==> src/mandelbrot_escape_time_macros.svh <==
// Assertion helpers shared by the RTL. They expect clk and arst_n in scope.
`ifndef MANDELBROT_ESCAPE_TIME_MACROS_SVH
`define MANDELBROT_ESCAPE_TIME_MACROS_SVH

// Consequent must hold in the same cycle as the antecedent.
`define MET_ASSERT_SAME(label, ante, cons) \
	label: assert property (@(posedge clk) disable iff (!arst_n) (ante) |-> (cons)) \
		else $error("assertion failed: same-cycle implication");

// Consequent must hold in the cycle after the antecedent.
`define MET_ASSERT_NEXT(label, ante, cons) \
	label: assert property (@(posedge clk) disable iff (!arst_n) (ante) |=> (cons)) \
		else $error("assertion failed: next-cycle implication");

`endif

==> src/mandel_pkg.sv <==
package mandel_pkg;

	localparam int COORD_W = 32;
	localparam int ITER_W  = 16;
	localparam int PIX_W   = 9;
	localparam int FRAC_W  = 26;

	localparam int IN_TDATA_W  = 24;
	localparam int OUT_TDATA_W = 24;

	localparam int CFG_ADDR_W = 3;
	localparam int CFG_DATA_W = 32;

	localparam int MEP_IMAGE_WIDTH  = 512;
	localparam int MEP_IMAGE_HEIGHT = 512;

	// Register indexes on the configuration port.
	localparam logic [CFG_ADDR_W-1:0] REG_X_MIN    = 3'd0;
	localparam logic [CFG_ADDR_W-1:0] REG_X_MAX    = 3'd1;
	localparam logic [CFG_ADDR_W-1:0] REG_Y_MIN    = 3'd2;
	localparam logic [CFG_ADDR_W-1:0] REG_Y_MAX    = 3'd3;
	localparam logic [CFG_ADDR_W-1:0] REG_MAX_ITER = 3'd4;

	// Reset values: region -2.0 .. 1.0 by -1.5 .. 1.5, limit 250.
	localparam logic signed [COORD_W-1:0] X_MIN_RST = -32'sd134217728;
	localparam logic signed [COORD_W-1:0] X_MAX_RST = 32'sd67108864;
	localparam logic signed [COORD_W-1:0] Y_MIN_RST = -32'sd100663296;
	localparam logic signed [COORD_W-1:0] Y_MAX_RST = 32'sd100663296;
	localparam logic [ITER_W-1:0]         MAX_ITER_RST = 16'd250;

	// Floor of log2, so an image size that is not a power of two rounds down.
	function automatic int log2_floor(input int n);
		int s;
		int v;
		s = 0;
		v = n;
		while (v > 1 && s < 31) begin
			v = v >> 1;
			s = s + 1;
		end
		return s;
	endfunction

endpackage

==> src/mandelbrot_escape_time.sv <==
// Mandelbrot escape-time engine. A pixel (pixel_x, pixel_y) is taken only while
// the engine is idle; it is mapped into the configured region and the orbit
// z = z*z + c is run from zero until |z|^2 exceeds 4.0 or max_iterations steps
// are done. One 33x33 signed multiplier is shared by all work: the states MAPX
// and MAPY map the pixel, MAPC finishes the point, each iteration runs SQR, SQI,
// CROSS (three products) and UPD (the update), and the last escape check runs
// SQR, SQI and CROSS before FIN hands the result off. The result sits in an
// output register, so the next pixel can be accepted while it waits to be
// taken. Coordinates are signed Q6.26.
`include "mandelbrot_escape_time_macros.svh"

module mandelbrot_escape_time #(
	parameter int IMAGE_WIDTH  = mandel_pkg::MEP_IMAGE_WIDTH,
	parameter int IMAGE_HEIGHT = mandel_pkg::MEP_IMAGE_HEIGHT
) (
	input  logic                                clk,
	input  logic                                arst_n,
	input  logic                                cfg_wr_en,
	input  logic [mandel_pkg::CFG_ADDR_W-1:0]   cfg_addr,
	input  logic [mandel_pkg::CFG_DATA_W-1:0]   cfg_wdata,
	input  logic                                s_axis_tvalid,
	output logic                                s_axis_tready,
	// [8:0] pixel_x, [17:9] pixel_y, [23:18] zero
	input  logic [mandel_pkg::IN_TDATA_W-1:0]   s_axis_tdata,
	output logic                                m_axis_tvalid,
	input  logic                                m_axis_tready,
	// [15:0] iterations, [16] escaped, [23:17] zero
	output logic [mandel_pkg::OUT_TDATA_W-1:0]  m_axis_tdata
);
	import mandel_pkg::*;

	localparam int SHIFT_X = log2_floor(IMAGE_WIDTH);
	localparam int SHIFT_Y = log2_floor(IMAGE_HEIGHT);
	localparam int MUL_W   = COORD_W + 1;
	localparam int PROD_W  = 2 * COORD_W;
	localparam int MAP_W   = PIX_W + MUL_W + 1;
	localparam logic [PROD_W:0] LIMIT4 = (PROD_W+1)'(1) << (2 * FRAC_W + 2);

	typedef enum logic [3:0] {
		ST_IDLE, ST_MAPX, ST_MAPY, ST_MAPC, ST_SQR, ST_SQI, ST_CROSS, ST_UPD, ST_FIN
	} state_t;

	function automatic logic signed [COORD_W-1:0] sat32(input logic signed [PROD_W-1:0] v);
		logic signed [PROD_W-1:0] hi;
		logic signed [PROD_W-1:0] lo;
		hi = PROD_W'(2147483647);
		lo = -(PROD_W'(2147483647)) - PROD_W'(1);
		if (v > hi) begin
			return hi[COORD_W-1:0];
		end else if (v < lo) begin
			return lo[COORD_W-1:0];
		end
		return v[COORD_W-1:0];
	endfunction

	state_t state_q;

	logic signed [COORD_W-1:0] x_min_q, x_max_q, y_min_q, y_max_q;
	logic [ITER_W-1:0]         max_iter_q;

	logic [PIX_W-1:0]          px_q, py_q;
	logic signed [COORD_W-1:0] c_real_q, c_imag_q, z_real_q, z_imag_q;
	logic [ITER_W-1:0]         count_q;
	logic signed [PROD_W-1:0]  prod_q, rr_q;
	logic [ITER_W-1:0]         pend_iter_q;
	logic                      pend_esc_q;
	logic                      out_valid_q;
	logic [ITER_W-1:0]         out_iter_q;
	logic                      out_esc_q;

	logic signed [MUL_W-1:0]   dx, dy, mul_a, mul_b;
	logic signed [2*MUL_W-1:0] mul_p;
	logic signed [MAP_W-1:0]   map_prod;
	logic signed [PROD_W-1:0]  map_x_sum, map_y_sum;
	logic signed [PROD_W-1:0]  next_re, next_im, sq_diff;
	logic [PROD_W:0]           mag_sq;
	logic                      escape;
	logic                      in_accept, out_free;

	assign in_accept = s_axis_tvalid && s_axis_tready;
	assign out_free  = !out_valid_q || m_axis_tready;

	assign dx = MUL_W'(x_max_q) - MUL_W'(x_min_q);
	assign dy = MUL_W'(y_max_q) - MUL_W'(y_min_q);

	// Operand select for the shared multiplier.
	always_comb begin
		mul_a = '0;
		mul_b = '0;
		case (state_q)
			ST_MAPX: begin
				mul_a = $signed({{(MUL_W-PIX_W){1'b0}}, px_q});
				mul_b = dx;
			end
			ST_MAPY: begin
				mul_a = $signed({{(MUL_W-PIX_W){1'b0}}, py_q});
				mul_b = dy;
			end
			ST_SQR: begin
				mul_a = MUL_W'(z_real_q);
				mul_b = MUL_W'(z_real_q);
			end
			ST_SQI: begin
				mul_a = MUL_W'(z_imag_q);
				mul_b = MUL_W'(z_imag_q);
			end
			ST_CROSS: begin
				mul_a = MUL_W'(z_real_q);
				mul_b = MUL_W'(z_imag_q);
			end
			default: begin
				mul_a = '0;
				mul_b = '0;
			end
		endcase
	end

	assign mul_p = mul_a * mul_b;

	// The mapping products fit in MAP_W bits; the shift is the divide by image size.
	assign map_prod  = prod_q[MAP_W-1:0];
	assign map_x_sum = PROD_W'(map_prod >>> SHIFT_X) + PROD_W'(x_min_q);
	assign map_y_sum = PROD_W'(map_prod >>> SHIFT_Y) + PROD_W'(y_min_q);

	// In the update cycle prod_q holds zr*zi; doubling it is one less bit of shift.
	assign sq_diff = rr_q - prod_q;
	assign next_re = (rr_q >>> FRAC_W) + PROD_W'(c_real_q);
	assign next_im = (prod_q >>> (FRAC_W - 1)) + PROD_W'(c_imag_q);

	// In the cross cycle rr_q holds zr^2 and prod_q holds zi^2, both nonnegative.
	assign mag_sq = {1'b0, rr_q} + {1'b0, prod_q};
	assign escape = mag_sq > LIMIT4;

	always_ff @(posedge clk or negedge arst_n) begin
		if (!arst_n) begin
			x_min_q    <= X_MIN_RST;
			x_max_q    <= X_MAX_RST;
			y_min_q    <= Y_MIN_RST;
			y_max_q    <= Y_MAX_RST;
			max_iter_q <= MAX_ITER_RST;
		end else if (cfg_wr_en) begin
			case (cfg_addr)
				REG_X_MIN:    x_min_q    <= cfg_wdata;
				REG_X_MAX:    x_max_q    <= cfg_wdata;
				REG_Y_MIN:    y_min_q    <= cfg_wdata;
				REG_Y_MAX:    y_max_q    <= cfg_wdata;
				REG_MAX_ITER: max_iter_q <= cfg_wdata[ITER_W-1:0];
				default: begin
				end
			endcase
		end
	end

	// Payload registers of the datapath.
	always_ff @(posedge clk) begin
		prod_q <= mul_p[PROD_W-1:0];
		if (in_accept) begin
			px_q <= s_axis_tdata[PIX_W-1:0];
			py_q <= s_axis_tdata[2*PIX_W-1:PIX_W];
		end
		case (state_q)
			ST_MAPY: c_real_q <= sat32(map_x_sum);
			ST_MAPC: begin
				c_imag_q <= sat32(map_y_sum);
				z_real_q <= '0;
				z_imag_q <= '0;
				count_q  <= '0;
			end
			ST_SQI: rr_q <= prod_q;
			ST_CROSS: begin
				rr_q        <= sq_diff;
				pend_iter_q <= count_q;
				pend_esc_q  <= escape && (count_q < max_iter_q);
			end
			ST_UPD: begin
				z_real_q <= sat32(next_re);
				z_imag_q <= sat32(next_im);
				count_q  <= count_q + ITER_W'(1);
			end
			default: begin
			end
		endcase
	end

	always_ff @(posedge clk or negedge arst_n) begin
		if (!arst_n) begin
			state_q     <= ST_IDLE;
			out_valid_q <= 1'b0;
			out_iter_q  <= '0;
			out_esc_q   <= 1'b0;
		end else begin
			// A finished pixel refills the output register in the cycle it drains.
			if (state_q == ST_FIN && out_free) begin
				out_valid_q <= 1'b1;
				out_iter_q  <= pend_iter_q;
				out_esc_q   <= pend_esc_q;
			end else if (out_valid_q && m_axis_tready) begin
				out_valid_q <= 1'b0;
			end
			case (state_q)
				ST_IDLE:  if (s_axis_tvalid) state_q <= ST_MAPX;
				ST_MAPX:  state_q <= ST_MAPY;
				ST_MAPY:  state_q <= ST_MAPC;
				ST_MAPC:  state_q <= ST_SQR;
				ST_SQR:   state_q <= ST_SQI;
				ST_SQI:   state_q <= ST_CROSS;
				ST_CROSS: begin
					if (escape || count_q >= max_iter_q) begin
						state_q <= ST_FIN;
					end else begin
						state_q <= ST_UPD;
					end
				end
				ST_UPD:   state_q <= ST_SQR;
				ST_FIN: begin
					if (out_free) begin
						state_q <= ST_IDLE;
					end
				end
				default:  state_q <= ST_IDLE;
			endcase
		end
	end

	assign s_axis_tready = (state_q == ST_IDLE);
	assign m_axis_tvalid = out_valid_q;
	assign m_axis_tdata  = {{(OUT_TDATA_W-ITER_W-1){1'b0}}, out_esc_q, out_iter_q};

	// The orbit starts at zero, so no point can escape before its first step.
	`MET_ASSERT_SAME(a_esc_nonzero, out_valid_q && out_esc_q, out_iter_q != '0)
	`MET_ASSERT_NEXT(a_accept_maps, in_accept, state_q == ST_MAPX)
	`MET_ASSERT_NEXT(a_fin_delivers, state_q == ST_FIN && out_free, m_axis_tvalid && state_q == ST_IDLE)
	`MET_ASSERT_SAME(a_sqr_entry, state_q == ST_SQR, $past(state_q) == ST_UPD || $past(state_q) == ST_MAPC)

endmodule
==> config.mk <==
export PLATFORM = sky130hd
export DESIGN_NAME = mandelbrot_escape_time
export DESIGN_NICKNAME = d
export VERILOG_FILES = /design/src/mandel_pkg.sv /design/src/mandelbrot_escape_time.sv
export VERILOG_INCLUDE_DIRS = /design/src /design/src/src
export SDC_FILE = /design/constraint.sdc
export NUM_CORES = 2
export LEC_CHECK = 0
export CAP_MARGIN = 20
export CORE_AREA = 2 2 460 462
export DETAILED_ROUTE_END_ITERATION = 8
export DIE_AREA = 0 0 462 464
export DONT_BUFFER_PORTS = 1
export GPL_ROUTABILITY_DRIVEN = 0
export HOLD_SLACK_MARGIN = 0.02
export PLACE_DENSITY_LB_ADDON = 0.25
export SYNTH_ARGS = -nofsm -noshare
export SYNTH_HDL_FRONTEND = slang
export SYNTH_SLANG_ARGS = --single-unit
==> constraint.sdc <==
create_clock -name clk -period 10.6 [get_ports clk]
set_input_delay 0 -clock clk [delete_from_list [all_inputs] [get_ports clk]]
set_output_delay 0 -clock clk [all_outputs]
set_load 0.01 [all_outputs]
---- Word level (Yosys, flattened, before mapping) ----
Cells that the tools add are included.
cells by class
  add/sub/neg operators ................... 9
  $mul .................................... 1
  div/mod/pow operators ................... 0
  $lt $le $gt $ge ......................... 11
  equality and inequality tests ........... 14
  shift-type cells ........................ 0
  mux-type cells .......................... 36
  bitwise logic cells ..................... 0
  reduce and logical (&&, ||, !) cells .... 21
operator list
  kind                                                              count
  two-way mux 32 bit                                                12
  one-hot mux 33 bit (4 select lines)                               2
  one-hot mux 32 bit (2 select lines)                               2
  one-hot mux 64 bit (2 select lines)                               1
  adder 34 x 32 -> 35 bit                                           2
  greater-than comparator 35 x 32 -> 1 bit (second input constant)  2
  less-than comparator 35 x 32 -> 1 bit (second input constant)     2
  subtractor 32 x 32 -> 33 bit                                      2
  adder 64 x 64 -> 65 bit                                           1
  greater-than comparator 65 x 55 -> 1 bit (second input constant)  1
  multiplier 33 x 33 -> 64 bit                                      1
  subtractor 64 bit                                                 1
  adder 39 x 32 -> 40 bit                                           1
  greater-than comparator 40 x 32 -> 1 bit (second input constant)  1
  less-than comparator 40 x 32 -> 1 bit (second input constant)     1
  adder 38 x 32 -> 39 bit                                           1
  greater-than comparator 39 x 32 -> 1 bit (second input constant)  1
  less-than comparator 39 x 32 -> 1 bit (second input constant)     1
  one-hot mux 16 bit (2 select lines)                               1
  one-hot mux 4 bit (8 select lines)                                1
  adder 16 x 1 -> 16 bit (second input constant)                    1
  equality test 4 x 3 -> 1 bit (second input constant)              4
  greater-or-equal comparator 16 bit                                1
  less-than comparator 16 bit                                       1
  other kinds (17)                                                  48
storage, ports and cells
  register bits after elaboration ......... 473
  bits in latches ......................... 0
  bits in writable memories ............... 0
  ROM bits ................................ 0
  bits of input ports ..................... 64
  output and inout bits ................... 26
  word-level logic and storage cells ...... 112
  memories kept ........................... 0

---- Depth between registers and ports, before layout ----
  word-level depth ........................ 7
  gate-level depth with buffers ........... 49
  depth with buffers taken out ............ 47

---- Least setup slack after synthesis ----
No wires, ideal clock.
  path kind ............................... reg-to-reg
  start ................................... reg state_q[3]
  end ..................................... reg prod_q[60]
  library setup time ...................... 0.115 ns
  data arrival time ....................... 11.120 ns
  data required time ...................... 10.485 ns
  slack ................................... -0.636 ns
  cell stages (with the launch flop) ...... 38
  clock period less this slack ............ 11.236 ns
  cell sequence ........................... dfrtp_1 clkbuf_1 nand2b_1 clkbuf_1 nor2_1 nand2_1 o21ai_1 clkbuf_1 a222oi_1 nand2b_1 clkbuf_1 nand2_1 fa_1 fa_1 inv_1 fa_1 fa_1 inv_1 [2 not listed] inv_1 fa_1 fa_1 ha_1 and2_1 and3_1 or4b_2 o211ai_1 nor2_1 a31oi_1 a211o_1 nand3_1 a31oi_1 o21ai_0 nand2b_1 a21oi_1 mux2i_1 and3_1
between the ends
  word-level cells in the longest chain between the ends .. 4
  elaborated cells between the ends (all ways) .. 10
  classes of those cells .................. mul (1); eq/ne (5); mux (2); reduce/logical (2)
ends and longest elaborated chain
  what                                 line                           text
  from (decl)                          mandelbrot_escape_time.sv:56   state_t state_q;
  from (signal assigned)               mandelbrot_escape_time.sv:187  state_q <= ST_IDLE;
  from (signal assigned)               mandelbrot_escape_time.sv:201  ST_IDLE: if (s_axis_tvalid) state_q <= ST_MAPX;
  from (signal assigned)               mandelbrot_escape_time.sv:202  ST_MAPX: state_q <= ST_MAPY;
  equality test 4 x 3 -> 1 bit         mandelbrot_escape_time.sv:90   case (state_q)
  OR reduction 2 bit (no line)         -
  one-hot mux 33 bit (4 select lines)  mandelbrot_escape_time.sv:90
  multiplier 33 x 33 -> 64 bit (*)     mandelbrot_escape_time.sv:118  assign mul_p = mul_a * mul_b;
  via mul_p[60]                        mandelbrot_escape_time.sv:72   logic signed [2*MUL_W-1:0] mul_p;
  to (signal assigned)                 mandelbrot_escape_time.sv:156  prod_q <= mul_p[PROD_W-1:0];
  to (decl)                            mandelbrot_escape_time.sv:64   logic signed [PROD_W-1:0] prod_q, rr_q;
Mark *: on every way through the listed nets, which the timed path passes. The rest lies on a longest branch.
A chain may end at the register's enable or synchronous reset.

---- Worst setup path after layout ----
  start ................................... reg y_min_q[1]
  end ..................................... reg prod_q[62]
between the ends
  word-level cells in the longest chain between the ends .. 3
ends and longest elaborated chain
  what                                 line                           text
  from (decl)                          mandelbrot_escape_time.sv:58   logic signed [COORD_W-1:0] x_min_q, x_max_q, y_min_q, y_max_q;
  from (signal assigned)               mandelbrot_escape_time.sv:145  REG_Y_MIN: y_min_q <= cfg_wdata;
  subtractor 32 x 32 -> 33 bit         mandelbrot_escape_time.sv:84   assign dy = MUL_W'(y_max_q) - MUL_W'(y_min_q);
  one-hot mux 33 bit (4 select lines)  mandelbrot_escape_time.sv:90
  multiplier 33 x 33 -> 64 bit         mandelbrot_escape_time.sv:118
  via mul_p[62]                        mandelbrot_escape_time.sv:72
The timed path passes the listed nets, and every way through them passes these cells.

==> flow_metrics.py <==
metrics = {
    "run_status": {
        "status": "finished clean",
    },
    "logic_synthesis": {
        "number_of_flops_mapped_to_enable_cells_by_yosys": 243,
        "yosys_warnings": 0,
        "asyncSetResetFlopFracSynth_pct": 35.10,
        "mapped_cells": 8125,
        "syn-mean-instance-area_um2": 8.965,
        "ys_types": 107,
        "mappedNetlistArea_um2": 72840,
        "synthFlopType": "sky130_fd_sc_hd__edfxtp_1",
        "sequential_cell_area_fraction_in_the_yosys_report_pct": 17.51,
        "postSynthRegisterBits": 473,
    },
    "cts": {
        "cts_max_path_buffers": 3,
        "clock_tree_root_driver_cell": "sky130_fd_sc_hd__clkbuf_16",
        "cts_made_buffers": 55,
        "tritoncts": "yes",
        "clock_latency_on_the_worst_skew_pair_ns": 0.71,
        "clk_transition_reported_paths_ns": 0.07,
        "cts_max_level": 2,
        "numClockSinks": 473,
    },
    "placement": {
        "detailedPlace.worstSlack_ns": -0.7052,
        "placedInstanceArea_um2": 78980,
        "numPortBuffers": 0,
        "dp_hpwl_um": 215700,
    },
    "cells_and_area": {
        "layout.cells.most_common_list": "sky130_fd_sc_hd__inv_1 (1261), sky130_fd_sc_hd__nand2_1 (1158), sky130_fd_sc_hd__fa_1 (1097)",
        "multi_input_area_um2": 54650,
        "areaGrowthSynthToFinish_pct": 13.36,
        "post_route_cells_drive_above_1_share_pct": 10.75,
        "mostFrequentLayoutCell": "sky130_fd_sc_hd__inv_1",
        "final_design_area_no_fill_um2": 82580,
        "layout.area.seq_um2": 12760,
        "post-route-util_pct": 39.48,
        "layout.nets": 10130,
        "final.fill_count": 20720,
    },
    "die": {
        "die-width_um": 462,
        "design.core.area_um2": 209200,
        "die_area_um2": 214400,
        "row_count": 168,
        "initial_utilization_pct": 34.83,
        "die_height_um": 464,
        "number_of_ports_placed_on_the_die_boundary": 90,
    },
    "sta": {
        "relSlewSlack_pct": 2.976,
        "finalCriticalPeriod_ns": 10.59,
        "fin_skew_ns": 0.09607,
        "report.final.setup_viol": 0,
        "setup_slack_ns": 0.01266,
        "worstMarginPinSlew_ns": 1.455,
        "layout_worst_path_cycle_share_pct": 99.88,
        "unrepaired_setup_endpoints_after_global_routing": "yes",
        "final_hold_viol_count": 0,
        "achievable_frequency_mhz": 94.45,
        "timing.hold.ws_ns": 0.007925,
        "max_slew_violation_count": 0,
    },
    "global_routing": {
        "track_usage_pct": 24.27,
        "pin_count_of_the_biggest_net_entering_global_routing": 167,
        "globalRouteOverflowTotal": 0,
        "grt_antenna_before_repair": 22,
        "first_global_vias": 61600,
        "grt_pass1_wl_um": 393500,
    },
    "setup_path": {
        "cp-start-kind": "flop",
        "cpPeakStageDelay_ns": 0.55,
        "path_max_fanout": 8,
        "worst_setup_path_end_kind": "flop",
        "crit_path_frequent_cell": "sky130_fd_sc_hd__fa_1",
        "library_cell_contributing_the_largest_single_delay_on_the_critical_path": "sky130_fd_sc_hd__fa_1",
        "worstPathRequired_ns": 11.15,
        "cp_data_arrival_time_ns": 11.14,
        "setup.worst_path.class": "flop to flop",
    },
    "detailed_routing": {
        "drtAntennaViolNets": 0,
        "wl_per_cell_um": 22.99,
        "detailedRoute.firstPassIterationCount": 7,
        "postRouteWirelength_um": 258600,
        "drt-vias-per-instance": 5.352,
        "drcViolationCount": 0,
        "routed_via_count": 60210,
        "drt_iter0_markers": 5141,
    },
    "job": {
        "max-cap-violations": 0,
    },
    "hold_path": {
        "hp-class": "primary input to async pin",
    },
}
## worst max-delay path: cells and delay by family (launching register included)
family | cells | cell delay, ns
and+or+nand+nor | 5 | 0.48
DFF | 1 | 0.34
buffers and inverters | 9 | 0.75
AOI/OAI and AO/OA | 21 | 4.19
xor gates and xnor gates | 1 | 0.13
adders and majority gates | 10 | 4.56
## path summary, 6_finish.rpt
kind,start,end,slack (ns),cells after the start
min in group clk,m_axis_tready,m_axis_tvalid$_DFFE_PN0P_,0.10,3
max in group asynchronous,arst_n,x_min_q[25]$_DFFE_PN0P_,9.79,2
max reg2reg,y_min_q[1]$_DFFE_PN0P_,prod_q[62]$_DFF_P_,0.01,46
min reg2reg,pend_iter_q[2]$_DFFE_PP_,out_iter_q[2]$_DFFE_PN0P_,0.48,1
max,y_min_q[1]$_DFFE_PN0P_,prod_q[62]$_DFF_P_,0.01,46
min,arst_n,x_min_q[11]$_DFFE_PN0P_,0.008,2
## metrics by stage
stage          setup TNS [ns]  std cells
2_1_floorplan               0       8131
3_3_place_gp           -4.859      11030
3_5_place_dp           -6.118      11030
4_1_cts              -0.01285      11230
5_1_grt                -3.167      11250
6_report                    0      11250
## final cells by class
| type | instances | area share, % |
|---|---|---|
| Clock buffer | 72 | 1.899 |
| Multi-Input combinational cell | 6006 | 66.18 |
| Inverter | 1283 | 5.834 |
| Clock inverter | 32 | 0.3591 |
| Timing Repair Buffer | 570 | 6.002 |
| Tap cell | 2805 | 4.250 |
| Antenna cell | 9 | 0.02727 |
| Sequential cell | 473 | 15.45 |
## routing by layer
metal	global-route usage, %	wire (um)	part of all wire (%)
met1	34.51	113800	44
met2	36.73	112400	43
met3	3.757	19600	7.6
met4	9.740	12670	4.9
met5	0	29	0.011
## repair_timing
item | 4_1_cts | 5_1_grt
endpoints found under the hold margin | 349 | 0
gates resized for setup | 34 | 125
endpoints found under the setup margin | 21 | 23
hold buffers | 90 | 0
setup buffers | 3 | 16
pin swaps | 20 | 94
## logic make-up (layout without fill, tap and decap cells)
| logic type | Yosys count | count (layout) | synth area share [%] |
|---|---|---|---|
| compound gates | 1633 | 1633 | 14.45 |
| xor+xnor | 321 | 321 | 3.860 |
| fa+ha+maj | 1678 | 1678 | 40.29 |
| buf+inv | 1652 | 1957 | 8.616 |
| flops | 473 | 473 | 17.51 |
| mux | 100 | 100 | 1.520 |
| other cells | 1 | 16 | 0.005148 |
| simple gates | 2267 | 2267 | 13.75 |
## synthesized netlist by cell type, types with 58 or more instances
| cell type | instances | area [um^2] |
|---|---|---|
| sky130_fd_sc_hd__mux2_2 | 85 | 957.2 |
| sky130_fd_sc_hd__nand2b_1 | 81 | 506.7 |
| sky130_fd_sc_hd__inv_1 | 1271 | 4771 |
| sky130_fd_sc_hd__dfxtp_1 | 64 | 1281 |
| sky130_fd_sc_hd__a21o_1 | 202 | 1516 |
| sky130_fd_sc_hd__xnor2_1 | 221 | 1936 |
| sky130_fd_sc_hd__ha_1 | 565 | 7069 |
| sky130_fd_sc_hd__nand2_1 | 1166 | 4377 |
| sky130_fd_sc_hd__nor2_1 | 472 | 1772 |
| sky130_fd_sc_hd__xor2_1 | 100 | 875.8 |
| sky130_fd_sc_hd__nor2b_1 | 58 | 362.9 |
| sky130_fd_sc_hd__fa_1 | 1113 | 22280 |
| sky130_fd_sc_hd__o21ai_0 | 369 | 1847 |
| sky130_fd_sc_hd__nor3_1 | 87 | 435.4 |
| sky130_fd_sc_hd__o31ai_1 | 71 | 533.0 |
| sky130_fd_sc_hd__edfxtp_1 | 243 | 7297 |
| sky130_fd_sc_hd__clkbuf_1 | 315 | 1182 |
| sky130_fd_sc_hd__dfrtp_1 | 146 | 3654 |
| sky130_fd_sc_hd__and2_1 | 69 | 431.7 |
| sky130_fd_sc_hd__nand3_1 | 87 | 435.4 |
| sky130_fd_sc_hd__a21oi_1 | 444 | 2222 |
## registers in the layout, summed over array words and instances, names as in the netlist, 32 cells and up
register / flops
c_imag_q: 32
c_real_q: 32
prod_q: 64
rr_q: 64
x_max_q: 32
x_min_q: 32
y_max_q: 32
y_min_q: 32
z_imag_q: 32
z_real_q: 32
Power is not shown: default switching activity piles up to over one toggle a cycle in this logic, so the estimate is an artifact.
